[src/rtl/pocs_pkg.sv]
// ----------------------------------------------------------------------------
// pocs_pkg: shared types and constants
// Widths, command codes, run length and sequencer states of the proximity
// offset calibration and rescaling block.
// ----------------------------------------------------------------------------
package pocs_pkg;

  localparam int SAMPLE_W = 16;
  localparam int CMD_W    = 2;
  localparam int IDX_W    = 6;
  localparam int DIVD_W   = 2 * SAMPLE_W;
  localparam int MEAN_W   = SAMPLE_W + IDX_W;

  // divider retires this many quotient bits per cycle
  localparam int DIV_BITS_PER_CYC = 2;
  localparam int DIV_CYCLES       = SAMPLE_W / DIV_BITS_PER_CYC;
  localparam int DIV_CNT_W        = $clog2(DIV_CYCLES);

  localparam logic [IDX_W-1:0]    CALIB_SAMPLES = IDX_W'(20);
  localparam logic [IDX_W-1:0]    FIRST_INDEX   = IDX_W'(2);
  localparam logic [SAMPLE_W-1:0] FULL_SCALE    = 16'hFFFF;

  localparam logic [CMD_W-1:0] CMD_SAMPLE = 2'd0;
  localparam logic [CMD_W-1:0] CMD_START  = 2'd1;
  localparam logic [CMD_W-1:0] CMD_OFFSET = 2'd2;

  typedef enum logic [2:0] {
    ST_IDLE,
    ST_MDIV,
    ST_MEND,
    ST_SETUP,
    ST_SDIV,
    ST_DONE
  } state_t;

endpackage

[src/rtl/pocs_in_if.sv]
// ----------------------------------------------------------------------------
// pocs_in_if: request channel
// valid/ready channel carrying one command and its 16-bit value.
// ----------------------------------------------------------------------------
interface pocs_in_if;
  logic                          valid;
  logic                          ready;
  logic [pocs_pkg::CMD_W-1:0]    cmd;
  logic [pocs_pkg::SAMPLE_W-1:0] value;

  modport source (output valid, output cmd, output value, input ready);
  modport sink   (input valid, input cmd, input value, output ready);
endinterface

[src/rtl/pocs_out_if.sv]
// ----------------------------------------------------------------------------
// pocs_out_if: result channel
// valid/ready channel carrying the rescaled sample, offset and run status.
// ----------------------------------------------------------------------------
interface pocs_out_if;
  logic                          valid;
  logic                          ready;
  logic [pocs_pkg::SAMPLE_W-1:0] scaled_proximity;
  logic [pocs_pkg::SAMPLE_W-1:0] current_offset;
  logic                          calibrating;
  logic                          calibration_done;

  modport source (output valid, output scaled_proximity, output current_offset,
                  output calibrating, output calibration_done, input ready);
  modport sink   (input valid, input scaled_proximity, input current_offset,
                  input calibrating, input calibration_done, output ready);
endinterface

[src/rtl/proximity_offset_calibrate_scale.sv]
// ----------------------------------------------------------------------------
// proximity_offset_calibrate_scale: offset calibration and full-scale rescale
// Keeps the last proximity sample and an offset, runs a running-mean offset
// calibration and returns the offset-removed sample rescaled to full range.
// ----------------------------------------------------------------------------
// Usage:
//   in_ch  takes one request: cmd 0 stores a sample (and folds it into an
//          active calibration run), cmd 1 (re)starts a run seeded with the
//          last sample, cmd 2 loads the offset, cmd 3 only reports.
//   out_ch returns exactly one result per request: the rescaled sample
//          floor((p-o)*65535/(65535-o)) (0 when p <= o), the offset in use,
//          the run flag and a one-shot done flag.
// Sequencing:
//   The rescale runs on the shared radix-4 restoring divider and is
//   skipped when p <= o. A sample taken during a run first uses the same
//   divider for the mean update (ST_MDIV, then ST_MEND retires the mean).
//   A request then passes ST_SETUP, ST_SDIV (skipped with the rescale) and
//   ST_DONE before its result is registered; in_ch.ready is high only
//   while the sequencer is idle, so a new request is taken only once the
//   last one has left ST_DONE.
// Reset: rst (synchronous) clears sample, offset, run state and the output
//   valid flag; the block is ready in the first cycle after reset.
// Stall: a finished result waits in the output register while the next
//   request is already accepted and worked on; the sequencer holds in its
//   final state only if the output register is still full.
// ----------------------------------------------------------------------------
module proximity_offset_calibrate_scale (
  input  logic       clk,
  input  logic       rst,
  pocs_in_if.sink    in_ch,
  pocs_out_if.source out_ch
);

  localparam int SW = pocs_pkg::SAMPLE_W;

  pocs_pkg::state_t state, state_next;

  // architectural state
  logic [SW-1:0]                last_sample;
  logic [SW-1:0]                offset_value;
  logic                         run_active;
  logic [pocs_pkg::IDX_W-1:0]   run_index;
  logic [SW-1:0]                running_mean;

  // per-request bookkeeping
  logic [pocs_pkg::IDX_W-1:0]   fold_index;   // index used by this mean update
  logic                         done_flag;
  logic [SW-1:0]                scaled;

  // shared divider
  logic [SW:0]                  div_rem;
  logic [SW-1:0]                div_quo;
  logic [SW-1:0]                div_low;
  logic [SW-1:0]                div_den;
  logic [pocs_pkg::DIV_CNT_W-1:0] div_cnt;
  logic [SW:0]                  div_rem_next;
  logic [SW-1:0]                div_quo_next;
  logic [SW-1:0]                div_low_next;
  logic                         div_last;

  // output register
  logic                         out_valid;
  logic [SW-1:0]                out_scaled;
  logic [SW-1:0]                out_offset;
  logic                         out_cal;
  logic                         out_done;

  logic                         in_accept;
  logic                         out_free;

  // mean update operands, formed straight from the accepted request
  logic [pocs_pkg::IDX_W-1:0]   idx_sel;
  logic [pocs_pkg::MEAN_W-1:0]  mean_acc;

  // rescale operands
  logic [SW-1:0]                diff;
  logic [pocs_pkg::DIVD_W-1:0]  scale_num;

  assign in_ch.ready = (state == pocs_pkg::ST_IDLE);
  assign in_accept   = in_ch.valid && in_ch.ready;
  assign out_free    = !out_valid || out_ch.ready;
  assign div_last    = (div_cnt == pocs_pkg::DIV_CNT_W'(pocs_pkg::DIV_CYCLES - 1));

  assign idx_sel  = (run_index < pocs_pkg::FIRST_INDEX) ? pocs_pkg::FIRST_INDEX : run_index;
  // (i-1)*mean + p, always below i*65536 so the quotient fits 16 bits
  assign mean_acc = pocs_pkg::MEAN_W'(idx_sel - 1'b1) * pocs_pkg::MEAN_W'(running_mean)
                  + pocs_pkg::MEAN_W'(in_ch.value);

  // (p-o)*65535 as (p-o)*65536 - (p-o)
  assign diff      = last_sample - offset_value;
  assign scale_num = {diff, {SW{1'b0}}} - pocs_pkg::DIVD_W'(diff);

  // two restoring division steps per cycle
  always_comb begin
    logic [SW:0] trial;
    div_rem_next = div_rem;
    div_quo_next = div_quo;
    div_low_next = div_low;
    for (int k = 0; k < pocs_pkg::DIV_BITS_PER_CYC; k++) begin
      trial        = {div_rem_next[SW-1:0], div_low_next[SW-1]};
      div_low_next = {div_low_next[SW-2:0], 1'b0};
      if (trial >= {1'b0, div_den}) begin
        div_rem_next = trial - {1'b0, div_den};
        div_quo_next = {div_quo_next[SW-2:0], 1'b1};
      end else begin
        div_rem_next = trial;
        div_quo_next = {div_quo_next[SW-2:0], 1'b0};
      end
    end
  end

  // sequencer
  always_ff @(posedge clk) begin
    if (rst) begin
      state <= pocs_pkg::ST_IDLE;
    end else begin
      state <= state_next;
    end
  end

  always_comb begin
    state_next = state;
    case (state)
      pocs_pkg::ST_IDLE: begin
        if (in_accept) begin
          if (in_ch.cmd == pocs_pkg::CMD_SAMPLE && run_active) begin
            state_next = pocs_pkg::ST_MDIV;
          end else begin
            state_next = pocs_pkg::ST_SETUP;
          end
        end
      end
      pocs_pkg::ST_MDIV: begin
        if (div_last) begin
          state_next = pocs_pkg::ST_MEND;
        end
      end
      pocs_pkg::ST_MEND:  state_next = pocs_pkg::ST_SETUP;
      pocs_pkg::ST_SETUP: begin
        if (last_sample <= offset_value) begin
          state_next = pocs_pkg::ST_DONE;
        end else begin
          state_next = pocs_pkg::ST_SDIV;
        end
      end
      pocs_pkg::ST_SDIV: begin
        if (div_last) begin
          state_next = pocs_pkg::ST_DONE;
        end
      end
      pocs_pkg::ST_DONE: begin
        if (out_free) begin
          state_next = pocs_pkg::ST_IDLE;
        end
      end
      default: state_next = pocs_pkg::ST_IDLE;
    endcase
  end

  // architectural state and datapath
  always_ff @(posedge clk) begin
    if (rst) begin
      last_sample  <= '0;
      offset_value <= '0;
      run_active   <= 1'b0;
      run_index    <= '0;
      running_mean <= '0;
      done_flag    <= 1'b0;
    end else begin
      case (state)
        pocs_pkg::ST_IDLE: begin
          if (in_accept) begin
            done_flag <= 1'b0;
            case (in_ch.cmd)
              pocs_pkg::CMD_SAMPLE: begin
                last_sample <= in_ch.value;
              end
              pocs_pkg::CMD_START: begin
                run_active   <= 1'b1;
                running_mean <= last_sample;
                run_index    <= pocs_pkg::FIRST_INDEX;
              end
              pocs_pkg::CMD_OFFSET: begin
                offset_value <= in_ch.value;
              end
              default: ;
            endcase
          end
        end
        pocs_pkg::ST_MEND: begin
          running_mean <= div_quo;
          if (fold_index >= pocs_pkg::CALIB_SAMPLES) begin
            offset_value <= div_quo;
            run_active   <= 1'b0;
            run_index    <= '0;
            done_flag    <= 1'b1;
          end else begin
            run_index <= fold_index + 1'b1;
          end
        end
        default: ;
      endcase
    end
  end

  // divider loading and stepping; payload registers, no reset needed
  always_ff @(posedge clk) begin
    case (state)
      pocs_pkg::ST_IDLE: begin
        fold_index <= idx_sel;
        div_cnt    <= '0;
        div_quo    <= '0;
        div_rem    <= (SW+1)'(mean_acc[pocs_pkg::MEAN_W-1:SW]);
        div_low    <= mean_acc[SW-1:0];
        div_den    <= SW'(idx_sel);
      end
      pocs_pkg::ST_SETUP: begin
        div_cnt <= '0;
        div_quo <= '0;
        div_rem <= {1'b0, scale_num[pocs_pkg::DIVD_W-1:SW]};
        div_low <= scale_num[SW-1:0];
        div_den <= pocs_pkg::FULL_SCALE - offset_value;
        scaled  <= '0;
      end
      pocs_pkg::ST_MDIV, pocs_pkg::ST_SDIV: begin
        div_rem <= div_rem_next;
        div_quo <= div_quo_next;
        div_low <= div_low_next;
        div_cnt <= div_cnt + 1'b1;
        if (state == pocs_pkg::ST_SDIV && div_last) begin
          scaled <= div_quo_next;
        end
      end
      default: ;
    endcase
  end

  // output register
  always_ff @(posedge clk) begin
    if (rst) begin
      out_valid <= 1'b0;
    end else if (state == pocs_pkg::ST_DONE && out_free) begin
      out_valid <= 1'b1;
    end else if (out_ch.ready) begin
      out_valid <= 1'b0;
    end
  end

  always_ff @(posedge clk) begin
    if (state == pocs_pkg::ST_DONE && out_free) begin
      out_scaled <= scaled;
      out_offset <= offset_value;
      out_cal    <= run_active;
      out_done   <= done_flag;
    end
  end

  assign out_ch.valid            = out_valid;
  assign out_ch.scaled_proximity = out_scaled;
  assign out_ch.current_offset   = out_offset;
  assign out_ch.calibrating      = out_cal;
  assign out_ch.calibration_done = out_done;

  // ---------------------------------------------------------------------------
  // Assertions
  // ---------------------------------------------------------------------------
  a_run_index_range: assert property (@(posedge clk) disable iff (rst)
    run_active |-> (run_index >= pocs_pkg::FIRST_INDEX &&
                    run_index <= pocs_pkg::CALIB_SAMPLES))
    else $error("run index out of range during a calibration run");

  a_div_rem_bound: assert property (@(posedge clk) disable iff (rst)
    (state == pocs_pkg::ST_MDIV || state == pocs_pkg::ST_SDIV) |->
      (div_rem < {1'b0, div_den}))
    else $error("divider remainder not below divisor");

  a_done_ends_run: assert property (@(posedge clk) disable iff (rst)
    (out_valid && out_done) |-> !out_cal)
    else $error("calibration done reported with run still active");

  a_busy_after_accept: assert property (@(posedge clk) disable iff (rst)
    in_accept |=> !in_ch.ready)
    else $error("ready raised in the cycle after a request was taken");

endmodule

[src/flat_wrapper.sv]
// flat-port wrapper written by rule: the top's interface ports become plain ports
module proximity_offset_calibrate_scale_flat 
  (clk, rst, in_ch_valid, in_ch_cmd, in_ch_value, in_ch_ready, out_ch_valid, out_ch_scaled_proximity, out_ch_current_offset, out_ch_calibrating, out_ch_calibration_done, out_ch_ready);
  pocs_in_if in_ch_i ();
  pocs_out_if out_ch_i ();
  input  logic clk;
  input  logic rst;
  input wire logic [$bits(in_ch_i.valid)-1:0] in_ch_valid;
  input wire logic [$bits(in_ch_i.cmd)-1:0] in_ch_cmd;
  input wire logic [$bits(in_ch_i.value)-1:0] in_ch_value;
  output wire logic [$bits(in_ch_i.ready)-1:0] in_ch_ready;
  output wire logic [$bits(out_ch_i.valid)-1:0] out_ch_valid;
  output wire logic [$bits(out_ch_i.scaled_proximity)-1:0] out_ch_scaled_proximity;
  output wire logic [$bits(out_ch_i.current_offset)-1:0] out_ch_current_offset;
  output wire logic [$bits(out_ch_i.calibrating)-1:0] out_ch_calibrating;
  output wire logic [$bits(out_ch_i.calibration_done)-1:0] out_ch_calibration_done;
  input wire logic [$bits(out_ch_i.ready)-1:0] out_ch_ready;
  assign in_ch_i.valid = in_ch_valid;
  assign in_ch_i.cmd = in_ch_cmd;
  assign in_ch_i.value = in_ch_value;
  assign in_ch_ready = in_ch_i.ready;
  assign out_ch_valid = out_ch_i.valid;
  assign out_ch_scaled_proximity = out_ch_i.scaled_proximity;
  assign out_ch_current_offset = out_ch_i.current_offset;
  assign out_ch_calibrating = out_ch_i.calibrating;
  assign out_ch_calibration_done = out_ch_i.calibration_done;
  assign out_ch_i.ready = out_ch_ready;
  proximity_offset_calibrate_scale u_core (.clk(clk), .rst(rst), .in_ch(in_ch_i), .out_ch(out_ch_i));
endmodule
[config.mk]
export PLATFORM = sky130hd
export DESIGN_NAME = proximity_offset_calibrate_scale_flat
export DESIGN_NICKNAME = d
export VERILOG_FILES = /design/src/rtl/pocs_pkg.sv /design/src/rtl/pocs_in_if.sv /design/src/rtl/pocs_out_if.sv /design/src/rtl/proximity_offset_calibrate_scale.sv /design/src/flat_wrapper.sv
export SDC_FILE = /design/constraint.sdc
export NUM_CORES = 1
export LEC_CHECK = 0
export BUFFER_PORTS_ARGS = -buffer_cell sky130_fd_sc_hd__buf_2
export CAP_MARGIN = 10
export CORE_MARGIN = 2
export CORE_UTILIZATION = 31
export CTS_BUF_LIST = sky130_fd_sc_hd__clkbuf_8
export CTS_CLUSTER_SIZE = 10
export DETAILED_ROUTE_END_ITERATION = 12
export GPL_ROUTABILITY_DRIVEN = 0
export GPL_TIMING_DRIVEN = 0
export HOLD_SLACK_MARGIN = 0.12
export PLACE_DENSITY = 0.55
export SYNTH_ARGS = -nofsm -noshare
export SYNTH_HDL_FRONTEND = slang
export SYNTH_SLANG_ARGS = --single-unit
[constraint.sdc]
create_clock -name clk -period 7.8 [get_ports clk]
set_input_delay 1.56 -clock clk [delete_from_list [all_inputs] [get_ports clk]]
set_output_delay 1.56 -clock clk [all_outputs]
set_load 0.01 [all_outputs]
==> metrics.md, run 1 <==
| Metric | Value |
|---|---|
| Post-synthesis cell area | 16,300 um^2 |
| Max_cap viols | 0 |
| Post-synth top area share | 0.227 |
| Synth top area cells | edfxtp_1 (23%), fa_1 (18%), ha_1 (8.8%), dfxtp_1 (7.4%), inv_1 (6.3%) |
| Initial core utilization | 0.312 |
| Num ports | 58 |
| Largest net degree at the start of global routing | 35 |
| Fmax | 131 MHz |
| Setup violators final | 0 |
| Seq pwr share | 0.217 |
| CP bufs+invs | 10 |
| Crit path max-delay cell type | fa_2 |
| Worst path most repeated cell | fa_1 |
| Root Buffer | clkbuf_8 |
| Final Hold Vio Count | 0 |
| CP Launch Point | u_core.run_index[2] |
| Nets@finish | 2,121 |
| Overall die width | 233 um |
| Largest stage delay, worst path | 0.64 ns |
| Slew headroom | 0.222 |
| Status | completed |
| Pre-CTS setup slack | -2.38 ns |
| Cells after Synth | 1,730 |
| Sw frac | 0.485 |
| WP data required | 8.05 ns |
| Setup tns final | 0 ns |
| Power Density | 370 nW/um^2 |
| Initial antenna violation count | 0 |
| Hold_buf cts | 0 |
| Top delay family on crit path | adder cells |
| Critical Path Fanout Max | 5 |
| Via count of the first global-routing pass | 12.5k |
| Core area | 52,200 um^2 |
| Sink Count | 183 |
| Routed wire length | 47,000 um |
| Fin Hold WS | 0.429 ns |
| Clock buffer depth | 2 |
| Grt ovf | 0 |
| Sw power | 3.31 mW |
| Data arrival time of the worst path | 7.86 ns |
| RSZ-0062 raised after global routing | true |
| Remaining DRCs | 0 |
| Top_reg_cell synth | edfxtp_1 |
| Combinational power share | 0.687 |
| Layout cells sized above 1 | 0.115 |
| DP HPWL | 38,500 um |
| Int Power | 3.53 mW |
| Synth Register Bits | 183 |
| Avg WL per Cell | 18.5 um |
| Routed Antenna Nets | 0 |
| Syn. warnings | 0 |
| Seq/Total Area, Yosys | 0.300 |
| First-pass GRT wire length | 72,000 um |
| Worst-skew pair later-pin latency | 0.52 ns |
| HP Start | u_core.scaled[1] |
| Total Die Area | 54,400 um^2 |
| H-tree Lvls | 4 |
| Crit path launch type | flip-flop |
| CTS tree | built |
| Synth unique cells | 73 |
| Crit. End Element | flip-flop |
| Syn avg cell area | 9.42 um^2 |
| Clock network fraction of total power | 0.096 |
| Die Y | 233 um |
| Worst-margin pin slew | 1.16 ns |
| Area leader, netlist | edfxtp_1 |
| Clock slew at reported path FFs | 0.11 ns |
| Syn nets | 2,014 |
| Tmin final | 7.61 ns |
| IO Port Bufs | 56 |
| Worst vdd ir | 0.000206 V |
| GRT Total Usage | 0.174 |
| Period utilization | 0.976 |
| Crit Path Class | reg2reg |
| Rows | 84 |
| Post-synth EDFFs | 123 |
| 1st-pass router iterations | 4 |
| Worst reg2reg path startpoint | u_core.run_index[2] |
| Cts bufs inserted | 17 |
| LEAKAGE | 8.07 nW |
| Total number of vias | 12.7k |
| Via/cell ratio | 4.99 |
| Setup ws final | 0.188 ns |
| DRT iter0 DRCs | 827 |
| Clk_skew | 0.0232 ns |
| Synth-to-layout area growth | 13.6% |
| Max Slew Vio Count | 0 |
| Hold Crit Class | reg2reg |
| Ys async rst share | 0 |
[power by group through the flow]
stage | sequential [mW] | combinational, mW | clock, mW
4_1_cts | 1.48 | 4.54 | 0.665
5_1_grt | 1.50 | 5.21 | 0.701
3_5_place_dp | 1.50 | 4.41 | 0
2_1_floorplan | 1.43 | 3.30 | 0
3_3_place_gp | 1.51 | 4.32 | 0
6_report | 1.49 | 4.70 | 0.654
[cells in the final DEF, fill, tap and decap left out, drive strengths merged, types with 61 or more instances in the layout]
master,instances
a21oi,98
and2,65
buf,99
clkbuf,73
edfxtp,123
fa,148
ha,114
inv,281
nand2,139
nor2,114
xnor2,61
[timing repair]
action,CTS,global route
setup endpoints to repair,13,4
pin swaps,14,25
buffers inserted,13,17
resized for setup,50,32
[metal layers]
metal  GRT usage  wire, um  vias to the layer above
met5           0         0                        -
met4      0.0492      1120                        0
met3      0.0179      1930                       51
met2       0.282     21800                      296
met1       0.246     22200                     6291
li1            -         -                     6034
[through the flow]
stage | power (mW) | util | instance area (um^2) | std cells
3_5_place_dp | 5.91 | 0.336 | 17500 | 2477
3_3_place_gp | 5.83 | 0.334 | 17400 | 2474
5_1_grt | 7.41 | 0.354 | 18500 | 2538
6_report | 6.84 | 0.354 | 18500 | 2540
2_1_floorplan | 4.73 | - | 16300 | 1730
4_1_cts | 6.69 | 0.349 | 18300 | 2521
[area by class of cell]
| class | instances | area [um^2] |
|---|---|---|
| Tap cell | 688 | 861 |
| Sequential cell | 183 | 4910 |
| Multi-Input combinational cell | 1206 | 10400 |
| Timing Repair Buffer | 90 | 584 |
| Clock inverter | 15 | 161 |
| Clock buffer | 17 | 234 |
| Buffer | 65 | 317 |
| Inverter | 274 | 1030 |
| Fill cell | 5340 | 33700 |
| Antenna cell | 2 | 5.00 |
[final timing paths]
| kind | endpoint | slack, ns | cells past startpoint |
|---|---|---|---|
| max | u_core.div_rem[4] | 0.19 | 29 |
| max reg2reg | u_core.div_rem[4] | 0.19 | 29 |
| min | u_core.out_ch.scaled_proximity[1] | 0.43 | 0 |
| min reg2reg | u_core.out_ch.scaled_proximity[1] | 0.43 | 0 |
[cell usage after synthesis, types with 31 or more instances]
cell type  instances
nand2_1          139
and2_1            65
ha_1             114
edfxtp_1         123
nor3_1            45
clkbuf_1          59
and3_1            31
inv_1            274
o21ai_0           40
dfxtp_1           60
fa_1             148
xnor2_1           61
a21oi_1           98
a211oi_1          44
nor2_1           114
[cells by family after synthesis]
| kind of cell | share of synthesized area |
|---|---|
| adders and majority gates | 0.269 |
| xor gates and xnor gates | 0.0436 |
| and+or+nand+nor | 0.157 |
| muxes | 0.0207 |
| DFF | 0.300 |
| AOI/OAI and AO/OA | 0.129 |
| buffers and inverters | 0.0802 |
Power figures use the tool's default switching activity.
==> inputs of run 2 (changes only) <==
--- a/config.mk
+++ b/config.mk
@@ -15,7 +15,7 @@
 export GPL_ROUTABILITY_DRIVEN = 0
 export GPL_TIMING_DRIVEN = 0
 export HOLD_SLACK_MARGIN = 0.12
-export PLACE_DENSITY = 0.55
+export PLACE_DENSITY = 0.54
 export SYNTH_ARGS = -nofsm -noshare
 export SYNTH_HDL_FRONTEND = slang
 export SYNTH_SLANG_ARGS = --single-unit
==> constraint.sdc (replaced) <==
create_clock -name clk -period 8.72 [get_ports clk]
set_input_delay 1.744 -clock clk [delete_from_list [all_inputs] [get_ports clk]]
set_output_delay 1.744 -clock clk [all_outputs]
set_load 0.01 [all_outputs]
==> metrics.md, run 2 (synthesized netlist as in run 1, its figures left out) <==
| Metric | Value |
|---|---|
| Crit Path Class | reg2reg |
| Cts bufs inserted | 17 (unchanged) |
| First-pass GRT wire length | 72,600 um (+0.79%) |
| Die Y | 233 um (unchanged) |
| 1st-pass router iterations | 5 (+1) |
| Total number of vias | 12.6k (-0.92%) |
| Fin Hold WS | 0.431 ns (+0.00207 ns) |
| Nets@finish | 2,099 (-1.0%) |
| DP HPWL | 38,500 um (about the same) |
| Overall die width | 233 um (unchanged) |
| Crit path max-delay cell type | or4_1 |
| Via/cell ratio | 4.99 (about the same) |
| Routed wire length | 46,600 um (-0.98%) |
| Largest stage delay, worst path | 0.61 ns (-0.03 ns) |
| Grt ovf | 0 (unchanged) |
| Via count of the first global-routing pass | 12.5k (+0.31%) |
| Setup violators final | 0 (unchanged) |
| IO Port Bufs | 56 (unchanged) |
| Final Hold Vio Count | 0 (unchanged) |
| Total Die Area | 54,400 um^2 (unchanged) |
| Fin cells | 2,516 (-0.94%) |
| Grt met1 use | 0.244 (-0.00266) |
| Slew headroom | 0.201 (-0.0203) |
| Hold Crit Class | reg2reg |
| Worst-skew pair later-pin latency | 0.51 ns (about the same) |
| Largest net degree at the start of global routing | 35 (unchanged) |
| Status | completed |
| Layout cells sized above 1 | 0.0875 (-0.0271) |
| Met2 Track Usage GR | 0.283 (+0.00102) |
| Worst path most repeated cell | fa_1 |
| CTS tree | built |
| Max_cap viols | 0 (unchanged) |
| Avg WL per Cell | 18.5 um (about the same) |
| Grt peak-use layer | met2 |
| Worst-margin pin slew | 1.19 ns (+0.0302 ns) |
| Crit. End Element | flip-flop |
| Clock slew at reported path FFs | 0.11 ns (about the same) |
| N_diodes | 0 (-2) |
| Sink Count | 183 (unchanged) |
| Layout Utilization | 0.346 (-0.00872) |
| Data arrival time of the worst path | 8.60 ns (+0.74 ns) |
| Most common cell after layout, fill and taps aside | inv_1 |
| Power Density | 330 nW/um^2 (-11%) |
| Placed Area | 17,500 um^2 (-0.17%) |
| Initial antenna violation count | 0 (unchanged) |
| Routed Antenna Nets | 0 (unchanged) |
| Most frequent cells in the layout | inv_1 (275), fa_1 (146), nand2_1 (138), edfxtp_1 (123) |
| Fmax | 120 MHz (-8.9%) |
| Clock buffer depth | 2 (unchanged) |
| LEAKAGE | 7.90 nW (-2.1%) |
| Rows | 84 (unchanged) |
| Core area | 52,200 um^2 (unchanged) |
| DRT iter0 DRCs | 778 (-5.9%) |
| GR met3 Demand/Resource | 0.0236 (+0.00562) |
| GRT Total Usage | 0.175 (+0.00117) |
| Fin area | 18,100 um^2 (-2.5%) |
| Placed cell count | 2,476 (-0.040%) |
| Synth-to-layout area growth | 10.8% |
| Tmin final | 8.36 ns (+0.745 ns) |
| Critical Path Fanout Max | 10 (+5) |
| Initial core utilization | 0.312 (unchanged) |
| WP data required | 8.96 ns (+0.91 ns) |
| Remaining DRCs | 0 (unchanged) |
| H-tree Lvls | 4 (unchanged) |
| Max Slew Vio Count | 0 (unchanged) |
| Crit path launch type | flip-flop |
| Root Buffer | clkbuf_8 |
| Period utilization | 0.958 (-0.0176) |
| Worst vdd ir | 0.000213 V (+3.9%) |
| Num ports | 58 (unchanged) |
| Clk_skew | 0.0245 ns (+0.00132 ns) |
run 2: cell types whose count changed in the layout (fill, tap and decap cells not counted), sizes merged:
cell	previous run	this run
clkbuf	73	75
inv	281	282
diode	2	0
buf	99	75
clkinvlp	2	3
clkinv	6	4
run 2: path summary, 6_finish.rpt:
| path | startpoint | end | slack (ns) | depth (start not counted) |
|---|---|---|---|---|
| max | u_core.run_index[2] | u_core.div_rem[5] | 0.36 | 29 |
| min | u_core.scaled[14] | u_core.out_ch.scaled_proximity[14] | 0.43 | 0 |
| max reg2reg | u_core.run_index[2] | u_core.div_rem[5] | 0.36 | 29 |
| min reg2reg | u_core.scaled[14] | u_core.out_ch.scaled_proximity[14] | 0.43 | 0 |
run 2: layout make-up:
class                      count  area, um^2
fill                        5378       34200
multi-input combinational   1206       10200
sequential                   183        4900
inverter                     274        1030
tap                          688         861
timing repair buffer          67         393
buffer                        66         288
clock buffer                  17         234
clock inverter                15         160
run 2: report_power, final:
| part | internal (mW) | switching, mW | total, mW | leakage, nW |
|---|---|---|---|---|
| Sequential | 1.19 | 0.146 | 1.33 | 1.74 |
| Combinational | 1.64 | 2.39 | 4.03 | 5.97 |
| Clock | 0.214 | 0.375 | 0.589 | 0.192 |
run 2: layer usage:
layer | wire length, um | share of wire | up-vias
li1 | - | - | 5995
met1 | 21600 | 0.46 | 6183
met2 | 21600 | 0.46 | 322
met3 | 2170 | 0.047 | 55
met4 | 1170 | 0.025 | 0
met5 | 0 | 0 | -
run 2: what timing repair did:
item	CTS	global route
buffers inserted	6	2
resized for setup	15	14
pin swaps	5	2
hold buffers	0	0
endpoints found under the setup margin	11	3
run 2: worst max-delay path: cells and delay by family (launching register included):
family	cells	cell delay [ns]
adder cells (fa/ha/maj)	8	3.60
AO/OA/AOI/OAI	7	1.37
AND/OR/NAND/NOR	5	1.23
buffers and inverters	7	0.86
XOR/XNOR	2	0.54
flip-flops	1	0.43
run 2: metrics by stage:
stage	total power, mW	worst slack, ns	TNS (ns)
after floorplan	4.23	0.561	0
after global placement	5.22	-2.59	-14.09
after detailed placement	5.28	-2.56	-13.87
after CTS	5.92	0.0364	0
after global routing	6.44	-0.0287	-0.0287
final	5.95	0.363	0
